File: config.mk
export PLATFORM = sky130hd
export DESIGN_NAME = eight_channel_servo_pwm_core
export DESIGN_NICKNAME = d
export VERILOG_FILES = /design/src/sv/ecsp_pkg.sv /design/src/sv/eight_channel_servo_pwm_core.sv /design/src/sv/ecsp_parser.sv /design/src/sv/ecsp_frame.sv
export SDC_FILE = /design/constraint.sdc
export NUM_CORES = 1
export LEC_CHECK = 0
export ABC_AREA = 1
export BUFFER_PORTS_ARGS = -buffer_cell sky130_fd_sc_hd__buf_2
export CORE_MARGIN = 3
export CORE_UTILIZATION = 54
export CTS_BUF_LIST = sky130_fd_sc_hd__clkbuf_16
export DETAILED_ROUTE_END_ITERATION = 12
export PLACE_DENSITY = 0.76
export SLEW_MARGIN = 5
export SYNTH_ARGS = -nofsm -noshare
export SYNTH_HDL_FRONTEND = slang
export SYNTH_SLANG_ARGS = --single-unit
File: constraint.sdc
create_clock -name clk -period 4.3 [get_ports clk]
set_input_delay 0.43 -clock clk [delete_from_list [all_inputs] [get_ports clk]]
set_output_delay 0.43 -clock clk [all_outputs]
set_load 0.02 [all_outputs]
File: src/sv/ecsp_pkg.sv
// shared types, constants and codes for the eight channel servo pwm core
package ecsp_pkg;

	// defaults for the top level parameters
	localparam int ChannelsDef = 8;
	localparam int MaxWidthDef = 250;

	// value store: eight servo slots plus the led slot
	localparam int SlotCount = 9;
	localparam int ServoSlots = 8;
	localparam int LedIndex = 8;

	// byte that always sends the parser back to waiting for an index
	localparam logic [7:0] ResyncByte = 8'd252;

	// configuration register reset values
	localparam logic [11:0] HighTicksRst = 12'd250;
	localparam logic [12:0] LowTicksRst = 13'd4500;

	// configuration register indexes (paddr[2])
	localparam logic RegHighTicks = 1'b0;
	localparam logic RegLowTicks = 1'b1;

	// frame_phase codes on the result word
	localparam logic [1:0] FpHigh = 2'd0;
	localparam logic [1:0] FpVar = 2'd1;
	localparam logic [1:0] FpLow = 2'd2;

	typedef logic [7:0] chan_val_t;
	typedef chan_val_t [SlotCount-1:0] chan_vals_t;

	// frame state machine
	typedef enum logic [2:0] {
		PH_HIGH = 3'b001,
		PH_VAR  = 3'b010,
		PH_LOW  = 3'b100
	} phase_t;

	// result word as seen after one item
	typedef struct packed {
		logic [7:0] servo_pins;
		logic       led_pin;
		logic [1:0] frame_phase;
	} frame_out_t;

endpackage

File: src/sv/eight_channel_servo_pwm_core.sv
// eight channel servo pwm core: byte-pair value writes and tick-driven frames
// a word moves from the input register to the result register whenever the latter frees
// throughput: one word per cycle while the result register is empty or result_ready is high
// each word updates the parser (cmd low) or the frame state (cmd high) from the input register
// reset (arst_n low, asynchronous): low phase, count zero, all channels disabled, led off,
// high_ticks 250 and low_ticks 4500, both word registers empty
module eight_channel_servo_pwm_core #(
	parameter int CHANNELS = ecsp_pkg::ChannelsDef,
	parameter int MAX_WIDTH = ecsp_pkg::MaxWidthDef
) (
	input  logic        clk,
	input  logic        arst_n,
	// input words
	input  logic        item_valid,
	output logic        item_ready,
	input  logic        cmd,
	input  logic [7:0]  bus_byte,
	// result words
	output logic        result_valid,
	input  logic        result_ready,
	output logic [7:0]  servo_pins,
	output logic        led_pin,
	output logic [1:0]  frame_phase,
	// configuration port
	input  logic        psel,
	input  logic        penable,
	input  logic        pwrite,
	input  logic [2:0]  paddr,
	input  logic [31:0] pwdata,
	output logic [31:0] prdata,
	output logic        pready
);

	logic                 valid_s1, cmd_s1;
	logic [7:0]           byte_s1;
	logic                 adv;
	logic                 valid_s2;
	ecsp_pkg::frame_out_t out_s2, frame_nxt;
	ecsp_pkg::chan_vals_t chan_vals;
	logic [11:0]          high_ticks_q;
	logic [12:0]          low_ticks_q;
	logic                 cfg_wr;

	// configuration registers
	assign pready = 1'b1;
	assign cfg_wr = psel && penable && pwrite;

	always_ff @(posedge clk or negedge arst_n) begin
		if (!arst_n) begin
			high_ticks_q <= ecsp_pkg::HighTicksRst;
			low_ticks_q <= ecsp_pkg::LowTicksRst;
		end else if (cfg_wr) begin
			unique case (paddr[2])
				ecsp_pkg::RegHighTicks: high_ticks_q <= pwdata[11:0];
				ecsp_pkg::RegLowTicks:  low_ticks_q <= pwdata[12:0];
				default: ;
			endcase
		end
	end

	always_comb begin
		unique case (paddr[2])
			ecsp_pkg::RegHighTicks: prdata = {20'd0, high_ticks_q};
			ecsp_pkg::RegLowTicks:  prdata = {19'd0, low_ticks_q};
			default:                prdata = 32'd0;
		endcase
	end

	// input register
	assign adv = valid_s1 && (!valid_s2 || result_ready);
	assign item_ready = !valid_s1 || adv;

	always_ff @(posedge clk or negedge arst_n) begin
		if (!arst_n) begin
			valid_s1 <= 1'b0;
		end else if (item_ready) begin
			valid_s1 <= item_valid;
		end
	end

	always_ff @(posedge clk) begin
		if (item_ready && item_valid) begin
			cmd_s1 <= cmd;
			byte_s1 <= bus_byte;
		end
	end

	ecsp_parser #(
		.CHANNELS (CHANNELS),
		.MAX_WIDTH(MAX_WIDTH)
	) u_parser (
		.clk      (clk),
		.arst_n   (arst_n),
		.step     (adv && !cmd_s1),
		.bus_byte (byte_s1),
		.chan_vals(chan_vals)
	);

	ecsp_frame #(
		.CHANNELS (CHANNELS),
		.MAX_WIDTH(MAX_WIDTH)
	) u_frame (
		.clk       (clk),
		.arst_n    (arst_n),
		.tick      (adv && cmd_s1),
		.high_ticks(high_ticks_q),
		.low_ticks (low_ticks_q),
		.chan_vals (chan_vals),
		.frame_nxt (frame_nxt)
	);

	// result register
	always_ff @(posedge clk or negedge arst_n) begin
		if (!arst_n) begin
			valid_s2 <= 1'b0;
		end else if (adv) begin
			valid_s2 <= 1'b1;
		end else if (result_ready) begin
			valid_s2 <= 1'b0;
		end
	end

	always_ff @(posedge clk) begin
		if (adv) begin
			out_s2 <= frame_nxt;
		end
	end

	assign result_valid = valid_s2;
	assign servo_pins = out_s2.servo_pins;
	assign led_pin = out_s2.led_pin;
	assign frame_phase = out_s2.frame_phase;

endmodule

File: src/sv/ecsp_parser.sv
// byte-pair parser and channel value store
module ecsp_parser #(
	parameter int CHANNELS = ecsp_pkg::ChannelsDef,
	parameter int MAX_WIDTH = ecsp_pkg::MaxWidthDef
) (
	input  logic               clk,
	input  logic               arst_n,
	input  logic               step,
	input  logic [7:0]         bus_byte,
	output ecsp_pkg::chan_vals_t chan_vals
);

	localparam logic [7:0] DisabledVal = 8'(MAX_WIDTH + 1);

	logic                 expect_q;
	logic [7:0]           target_q;
	ecsp_pkg::chan_vals_t vals_q;

	// index/value state machine, resync byte wins
	always_ff @(posedge clk or negedge arst_n) begin
		if (!arst_n) begin
			expect_q <= 1'b0;
			target_q <= 8'd0;
		end else if (step) begin
			if (!expect_q) begin
				target_q <= bus_byte;
				expect_q <= 1'b1;
			end else begin
				expect_q <= 1'b0;
			end
			if (bus_byte == ecsp_pkg::ResyncByte) begin
				expect_q <= 1'b0;
			end
		end
	end

	// value writes, only to used servo slots and the led slot
	always_ff @(posedge clk or negedge arst_n) begin
		if (!arst_n) begin
			for (int k = 0; k < ecsp_pkg::SlotCount; k++) begin
				vals_q[k] <= (k == ecsp_pkg::LedIndex) ? 8'd0 : DisabledVal;
			end
		end else if (step && expect_q) begin
			for (int k = 0; k < ecsp_pkg::SlotCount; k++) begin
				if ((k == ecsp_pkg::LedIndex || k < CHANNELS) && target_q == 8'(k)) begin
					vals_q[k] <= bus_byte;
				end
			end
		end
	end

	assign chan_vals = vals_q;

endmodule

File: src/sv/ecsp_frame.sv
// frame phase sequencer, snapshot registers and pin compare
module ecsp_frame #(
	parameter int CHANNELS = ecsp_pkg::ChannelsDef,
	parameter int MAX_WIDTH = ecsp_pkg::MaxWidthDef
) (
	input  logic                 clk,
	input  logic                 arst_n,
	input  logic                 tick,
	input  logic [11:0]          high_ticks,
	input  logic [12:0]          low_ticks,
	input  ecsp_pkg::chan_vals_t chan_vals,
	output ecsp_pkg::frame_out_t frame_nxt
);

	localparam logic [7:0] DisabledVal = 8'(MAX_WIDTH + 1);
	localparam logic [12:0] VarLast = 13'(MAX_WIDTH);

	ecsp_pkg::phase_t phase_q, phase_d;
	logic [12:0]      cnt_q, cnt_d, cnt_inc;
	logic             snap;
	logic [7:0]       shadow_q [ecsp_pkg::ServoSlots];
	logic [7:0]       mask_q, mask_snap;
	logic             led_q, led_d;
	logic [7:0]       cmp;

	assign cnt_inc = cnt_q + 13'd1;

	// phase transitions on a tick
	always_comb begin
		phase_d = phase_q;
		cnt_d = cnt_q;
		snap = 1'b0;
		if (tick) begin
			cnt_d = cnt_inc;
			unique case (phase_q)
				ecsp_pkg::PH_HIGH: begin
					if (cnt_inc >= {1'b0, high_ticks}) begin
						phase_d = ecsp_pkg::PH_VAR;
						cnt_d = 13'd0;
					end
				end
				ecsp_pkg::PH_VAR: begin
					if (cnt_inc > VarLast) begin
						phase_d = ecsp_pkg::PH_LOW;
						cnt_d = 13'd0;
						snap = 1'b1;
					end
				end
				ecsp_pkg::PH_LOW: begin
					if (cnt_inc >= low_ticks) begin
						phase_d = ecsp_pkg::PH_HIGH;
						cnt_d = 13'd0;
					end
				end
				default: begin
					phase_d = ecsp_pkg::PH_LOW;
					cnt_d = 13'd0;
				end
			endcase
		end
	end

	// enable mask taken from the live values
	always_comb begin
		for (int j = 0; j < ecsp_pkg::ServoSlots; j++) begin
			mask_snap[j] = (j < CHANNELS) && (chan_vals[j] <= 8'(MAX_WIDTH));
		end
	end

	always_ff @(posedge clk or negedge arst_n) begin
		if (!arst_n) begin
			phase_q <= ecsp_pkg::PH_LOW;
			cnt_q <= 13'd0;
			mask_q <= 8'd0;
			led_q <= 1'b0;
			for (int j = 0; j < ecsp_pkg::ServoSlots; j++) begin
				shadow_q[j] <= DisabledVal;
			end
		end else begin
			phase_q <= phase_d;
			cnt_q <= cnt_d;
			if (snap) begin
				mask_q <= mask_snap;
				led_q <= chan_vals[ecsp_pkg::LedIndex][0];
				for (int j = 0; j < ecsp_pkg::ServoSlots; j++) begin
					shadow_q[j] <= chan_vals[j];
				end
			end
		end
	end

	// slot compare against the shadow values
	always_comb begin
		for (int j = 0; j < ecsp_pkg::ServoSlots; j++) begin
			cmp[j] = cnt_d < {5'd0, shadow_q[j]};
		end
	end

	assign led_d = snap ? chan_vals[ecsp_pkg::LedIndex][0] : led_q;

	// outputs as they stand after this item
	always_comb begin
		frame_nxt.led_pin = led_d;
		unique case (phase_d)
			ecsp_pkg::PH_HIGH: begin
				frame_nxt.servo_pins = mask_q;
				frame_nxt.frame_phase = ecsp_pkg::FpHigh;
			end
			ecsp_pkg::PH_VAR: begin
				frame_nxt.servo_pins = cmp & mask_q;
				frame_nxt.frame_phase = ecsp_pkg::FpVar;
			end
			ecsp_pkg::PH_LOW: begin
				frame_nxt.servo_pins = 8'd0;
				frame_nxt.frame_phase = ecsp_pkg::FpLow;
			end
			default: begin
				frame_nxt.servo_pins = 8'd0;
				frame_nxt.frame_phase = ecsp_pkg::FpLow;
			end
		endcase
	end

endmodule
==> results of run 1 <==
[layout make-up]
class,instances,area (um^2)
tap,265,332
sequential,210,5510
timing repair buffer,99,656
fill,1581,6900
multi-input combinational,878,5070
inverter,186,704
clock buffer,24,601
clock inverter,20,135
[state kept, by name, indices dropped and copies added, names as in the netlist]
signal,cells
u_parser.expect_q,1
low_ticks_q,13
frame_phase,2
u_frame.cnt_q,13
u_frame.led_q,1
u_frame.shadow_q,64
valid_s1,1
servo_pins,8
cmd_s1,1
high_ticks_q,12
result_valid,1
led_pin,1
u_frame.mask_q,8
u_parser.chan_vals,65
byte_s1,8
u_frame.phase_q,3
u_parser.target_q,8
[worst paths after layout]
check	cells after the start	slack [ns]	from	end
max reg2reg	25	-0.05	u_frame.cnt_q[1]	servo_pins[0]
min	1	-0.02	arst_n	high_ticks_q[2]
max in group asynchronous	2	3.27	arst_n	u_parser.chan_vals[40]
min in group clk	1	0.08	bus_byte[3]	byte_s1[3]
min reg2reg	2	0.47	u_frame.shadow_q[48]	u_frame.shadow_q[48]
max	25	-0.05	u_frame.cnt_q[1]	servo_pins[0]
[kinds of logic after synthesis]
kind of cell / synth area share [%]
simple gates: 20.8
buf+inv: 8.98
compound gates: 11.4
flops: 49.3
fa+ha+maj: 8.96
xor+xnor: 0.459
other cells: 0.0672
[power groups by stage]
stage          clock network [mW]  logic [mW]  registers (mW)
2_1_floorplan                   0       0.999            2.61
4_1_cts                      1.91        1.53            2.62
6_report                     1.89        1.87            2.63
5_1_grt                      2.02        2.09            2.67
3_3_place_gp                    0        1.45            2.64
3_5_place_dp                    0        1.51            2.65
[Yosys cell counts, types with 5 or more instances]
| cell | count | area (um^2) |
|---|---|---|
| nor3_1 | 16 | 80.1 |
| edfxtp_1 | 20 | 601 |
| nand4_1 | 17 | 106 |
| nand3b_2 | 6 | 67.6 |
| inv_2 | 5 | 18.8 |
| buf_4 | 20 | 150 |
| buf_2 | 8 | 40.0 |
| nand2_2 | 14 | 87.6 |
| clkbuf_1 | 25 | 93.8 |
| inv_1 | 177 | 664 |
| a211oi_1 | 8 | 60.1 |
| a21oi_1 | 44 | 220 |
| dfrtp_1 | 66 | 1650 |
| o32ai_1 | 6 | 52.6 |
| ha_1 | 80 | 1000 |
| nand3_1 | 35 | 175 |
| nor4_1 | 10 | 62.6 |
| dfstp_2 | 124 | 3260 |
| nand2_1 | 354 | 1330 |
| nor2_1 | 65 | 244 |
| o21ai_0 | 166 | 831 |
[per-layer routing]
metal / up-vias / global-route usage [%] / wire length (um)
met5: - / 0 / 0
met4: 0 / 7.96 / 887
met3: 79 / 3.33 / 1700
met2: 315 / 37.1 / 13000
met1: 4331 / 33.2 / 11900
li1: 4395 / - / -
[stage by stage]
stage | hold WS, ns | total power, mW | TNS [ns]
global route | 0.0643 | 6.78 | -1.23
floorplan | 0.134 | 3.61 | 0
detailed placement | 0.458 | 4.16 | 0
finish | -0.0219 | 6.40 | -0.0534
global placement | 0.456 | 4.09 | 0
CTS | 0.0657 | 6.07 | 0
[what timing repair did]
| action | CTS | global route |
|---|---|---|
| setup endpoints to repair | 0 | 8 |
| buffers inserted | 0 | 20 |
| gates resized for setup | 0 | 71 |
[critical path: cells and delay by family, from the launching register on]
kind	cells	cell delay, ns
and+or+nand+nor	11	1.28
adders and majority gates	3	0.66
AOI/OAI and AO/OA	5	0.92
buffers and inverters	6	0.92
DFF	1	0.42
==> out/results.tsv, run 1 <==
metric	value	unit
run status	complete, but fails checks	
failing checks	negative hold slack, negative setup slack	
die area	22500	um^2
share of layout cells above drive strength 1	24.8	%
first drt pass iteration count	6	
Data required, critical path	4.68	ns
Port Buf Inserts	55	
Final Util	65.3	%
Die H	150	um
kind of critical path	reg2reg	
CTS tree	done	
synth-to-layout area growth	16.5	%
Reg power frac	41.2	%
largest stage delay on the critical path	0.42	ns
TritonCTS Sinks	210	
Clock transition at path regs	0.06	ns
Max Fclk	230	MHz
vias in the first global route	8421	
PwrDens	492	nW/um^2
DR vias/cell	5.42	
CTS Buf Count	24	
maximum capacitance violations	0	
Place WS	0.0831	ns
CP endpoint kind	register	
starting density of the core	56.1	%
total global-route track usage	23.4	%
fin crit share	101	%
Worst-Skew Late Latency	0.52	ns
Critical Path Start Type	register	
initial antenna violation count	0	
synthesized cell area	11200	um^2
P_int	4.17	mW
Seq/Total Area, Yosys	49.3	%
commonest cells after routing, fill and taps aside	346 x nand2_1, 177 x inv_1, 164 x o21ai_0	
Placed Cells	1616	
library cells used by synthesis	45	
Ys Warns	0	
Mapped Avg Cell Area	8.52	um^2
Inserted Diodes	0	
RePlAce Congestion	0.928	
fin cells	1682	
via count	9120	
# IOs	97	
post-synthesis register bit count	210	
Routed Wire Length	27500	um
Post-synth ARST share	90.5	%
Root Buffer	clkbuf_16	
count of final setup violators	2	
Antenna Violating Nets Remaining	0	
crit-path max FO	5	
Sw Pwr	2.22	mW
power share of the combinational group	29.3	%
slowest CP cell	dfrtp_1	
Final Max Tran Viols	0	
Setup WS post-layout	-0.0474	ns
DRC	0	
first-pass GRT wire length	42000	um
Slew headroom	36.1	%
leakage	6.25	nW
clk buf depth	3	
Die X	150	um
sw frac	34.7	%
Clk pwr share	29.5	%
post-route design area	13000	um^2
most common cell after layout, fill and taps aside	nand2_1	
Final Critical Period	4.35	ns
largest net degree at the start of global routing	100	
WHS	-0.0219	ns
worst hold-check path type	in2async	
DP Area	11700	um^2
Fin. Hold Viols	7	
Syn Inst Count	1311	
gr ovfl total	0	
Rows	51	
WP data arrival	4.72	ns
number of synthesized flops with an enable pin	20	
htree depth	1	
CORE AREA	19900	um^2
Slew @ Worst Pin	0.959	ns
Max IR drop VDD	0.389	mV
Post-DP HPWL	17300	um
Synth Flop Type	dfstp_2	
nets	1530	
Worst Skew	0.0178	ns
Detailed Route Iter0 Violations	717	
# hold bufs at CTS	0	
WL/cell	16.3	um
RSZ-0062 raised after global routing	true	
Power figures use the tool's default switching activity.
==> run 2, diff against run 1 <==
--- a/config.mk
+++ b/config.mk
@@ -5,7 +5,6 @@
 export SDC_FILE = /design/constraint.sdc
 export NUM_CORES = 1
 export LEC_CHECK = 0
-export ABC_AREA = 1
 export BUFFER_PORTS_ARGS = -buffer_cell sky130_fd_sc_hd__buf_2
 export CORE_MARGIN = 3
 export CORE_UTILIZATION = 54
==> run 2 against run 1 <==
  * The flow still finishes with violations (negative hold slack, negative setup slack)
  * Routed wire length rose by 1.4%
  * Global-route usage rose by 1.3 points
  * Largest cell class is now multi-input combinational cells
  * Sequential share of layout area down 2.2 points
  * Non-clock buffer count up 71
  * Critical path depth shrank 2
  * Flip-flop and latch count did not move
  * Largest power group unchanged
  * Via count fell by 8.2%
  * Clock skew down 0.0050 ns
  * Area after synthesis is 0.93% lower
==> out/results.tsv, run 2 <==
metric	value	unit	change
Port Buf Inserts	55		unchanged
top cell types by occurrence after synthesis	124 x dfstp_2, 108 x mux2_2, 102 x nand2_1		
Synth top area share	29.4	%	+0.27 points
Biggest register	u_parser.chan_vals		
top cells by area, synth	dfstp_2 29%, dfrtp_1 15%, mux2_2 11%		
FF-to-FF setup slack	-0.34	ns	-0.29 ns
Final Max Tran Viols	0		unchanged
Clock transition at path regs	0.06	ns	about the same
library cells used by synthesis	65		+44%
Root Buffer	clkbuf_16		
Place WS	-0.452	ns	-0.535 ns
Antenna Violating Nets Remaining	0		unchanged
cells on worst reg2reg path	23		-8.0%
PwrDens	456	nW/um^2	-7.3%
CP endpoint kind	register		
Fin. Hold Viols	1		-6
Die X	149	um	-0.45%
slowest CP cell	dfrtp_2		
Rows	51		unchanged
most common cell after layout, fill and taps aside	dfstp_2		
Inserted Diodes	0		unchanged
starting density of the core	56.0	%	-0.16 points
largest net degree at the start of global routing	95		-5.0%
first-pass GRT wire length	43800	um	+4.2%
max FFs per register	65		unchanged
most numerous cell in the Yosys netlist	dfstp_2		
FF-to-FF End	servo_pins[4]		
Synth Flop Type	dfstp_2		
WP data arrival	4.91	ns	+0.19 ns
Routed Wire Length	27900	um	+1.4%
run status	complete, but fails checks		
DR vias/cell	5.75		+6.1%
first drt pass iteration count	5		-1
Post-synth ARST share	90.5	%	unchanged
Final Critical Period	4.64	ns	+0.288 ns
gr ovfl total	0		unchanged
# IOs	97		unchanged
RSZ-0062 raised after global routing	true		
Worst-Skew Late Latency	0.53	ns	about the same
fin crit share	108	%	+6.7 points
kind of critical path	reg2reg		
clk buf depth	3		unchanged
vias in the first global route	8365		-0.67%
worst hold-check path type	in2async		
fin cells	1456		-13%
crit-path max FO	6		+1
number of synthesized flops with an enable pin	20		unchanged
die area	22300	um^2	-0.89%
CTS tree	done		
RePlAce Congestion	0.885		-4.7%
Die H	149	um	-0.45%
DRC	0		unchanged
largest stage delay on the critical path	0.41	ns	about the same
via count	8374		-8.2%
Data required, critical path	4.57	ns	-0.11 ns
htree depth	1		unchanged
Seq/Total Area, Yosys	49.8	%	+0.46 points
initial antenna violation count	0		unchanged
maximum capacitance violations	0		unchanged
CORE AREA	19800	um^2	-0.64%
count of final setup violators	8		+6
Max IR drop VDD	0.393	mV	+1.1%
Synth area leader	dfstp_2		
Mapped Avg Cell Area	10.8	um^2	+27%
Max Fclk	216	MHz	-6.2%
WHS	-0.0181	ns	+0.00376 ns
# hold bufs at CTS	0		unchanged
Worst Skew	0.0128	ns	-0.00501 ns
nets	1305		-15%
synth-to-layout area growth	24.0	%	
Reg-to-Reg Start	u_frame.cnt_q[0]		
Detailed Route Iter0 Violations	653		-8.9%
Slew @ Worst Pin	1.06	ns	+0.101 ns
post-synthesis register bit count	210		unchanged
Placed Cells	1384		-14%
CTS Buf Count	23		-4.2%
Ys Warns	0		unchanged
failing checks	negative hold slack, negative setup slack		
total global-route track usage	24.7	%	+1.3 points
TritonCTS Sinks	210		unchanged
crit path cell chain	ha_4 > nand3_4 > nor3_4 > xor2_2 > ha_1 > a21o_1 > a221o_1 > a2111oi_4 > o32ai_4 > a211oi_4 > buf_4 > nor3_4 > o22ai_4 > buf_6 > ha_1 > a21oi_2 > nor2b_1 > o21ai_1 > nand2b_1 > a21oi_2 > nor2b_1 > o311ai_1 > a32o_2		
commonest cells after routing, fill and taps aside	124 x dfstp_2, 108 x mux2_2, 100 x nand2_1, 100 x buf_4, 99 x inv_1		
share of layout cells above drive strength 1	43.6	%	+19 points
Slew headroom	28.8	%	-7.3 points
leakage	6.47	nW	+3.5%
Post-DP HPWL	18300	um	+5.5%
synthesized cell area	11100	um^2	-0.93%
Critical Path Start Type	register		
WL/cell	19.1	um	+17%
Largest regs	u_parser.chan_vals: 65 flops, u_frame.shadow_q: 64 flops		
Syn Inst Count	1024		-22%
Setup WS post-layout	-0.336	ns	-0.288 ns
run 2: power breakdown:
| group | switching, mW | total (mW) | internal, mW |
|---|---|---|---|
| Combinational | 0.941 | 1.79 | 0.844 |
| Sequential | 0.211 | 2.62 | 2.41 |
| Clock | 0.803 | 1.85 | 1.05 |
| Total | 1.95 | 6.26 | 4.30 |
run 2: final cells by class:
cell class,instances,area (um^2)
sequential,210,5520
tap,265,332
fill,1380,6060
inverter,93,349
multi-input combinational,676,5570
clock buffer,25,626
timing repair buffer,170,1240
clock inverter,17,90.1
run 2: routing by layer:
| layer | GRT usage (%) | routed length [um] | vias to the layer above |
|---|---|---|---|
| met4 | 7.05 | 868 | 0 |
| met5 | 0 | 0 | - |
| met3 | 3.74 | 1580 | 70 |
| li1 | - | - | 3865 |
| met1 | 33.1 | 11800 | 4158 |
| met2 | 41.9 | 13600 | 281 |
run 2: cells by family after synthesis:
logic type | synth area share [%]
compound gates | 11.6
flops | 49.8
other cells | 0.0679
simple gates | 11.3
xor+xnor | 0.791
buf+inv | 6.17
fa+ha+maj | 9.04
mux | 11.3
run 2: worst max-delay path: cells and delay by family, from the launching register on:
| kind | cells | cell delay, ns |
|---|---|---|
| XOR/XNOR | 1 | 0.21 |
| AND/OR/NAND/NOR | 6 | 0.70 |
| AO/OA/AOI/OAI | 11 | 2.12 |
| adder cells (fa/ha/maj) | 3 | 0.61 |
| flip-flops | 1 | 0.41 |
| buffers and inverters | 2 | 0.33 |
run 2: stage by stage:
stage	instance area (um^2)	setup TNS [ns]	util (%)	total power [mW]
4_1_cts	13400	-1.69	67.8	6.12
6_report	13700	-2.23	69.4	6.26
5_1_grt	13700	-3.80	69.4	6.56
2_1_floorplan	11300	-0.974	-	3.50
3_5_place_dp	12200	-3.20	61.8	4.08
3_3_place_gp	12200	-2.23	61.8	4.00
run 2: worst max path at each step:
| stage | startpoint | endpoint | slack [ns] | depth (start not counted) |
|---|---|---|---|---|
| floorplan | u_frame.cnt_q[0] | servo_pins[1] | -0.19 | 20 |
| global placement | u_frame.cnt_q[0] | servo_pins[1] | -0.34 | 20 |
| detailed placement | u_frame.cnt_q[1] | servo_pins[2] | -0.45 | 19 |
| CTS | u_frame.cnt_q[0] | servo_pins[2] | -0.28 | 23 |
| global route | u_frame.cnt_q[1] | servo_pins[4] | -0.53 | 24 |
| finish | u_frame.cnt_q[0] | servo_pins[4] | -0.34 | 23 |
run 2: repair_timing:
action                                 4_1_cts  5_1_grt
endpoints found under the hold margin        0        0
setup buffers                               19       12
setup endpoints to repair                    8        8
cloned                                       0        0
resized for setup                           47       40
pin swaps                                   38       36
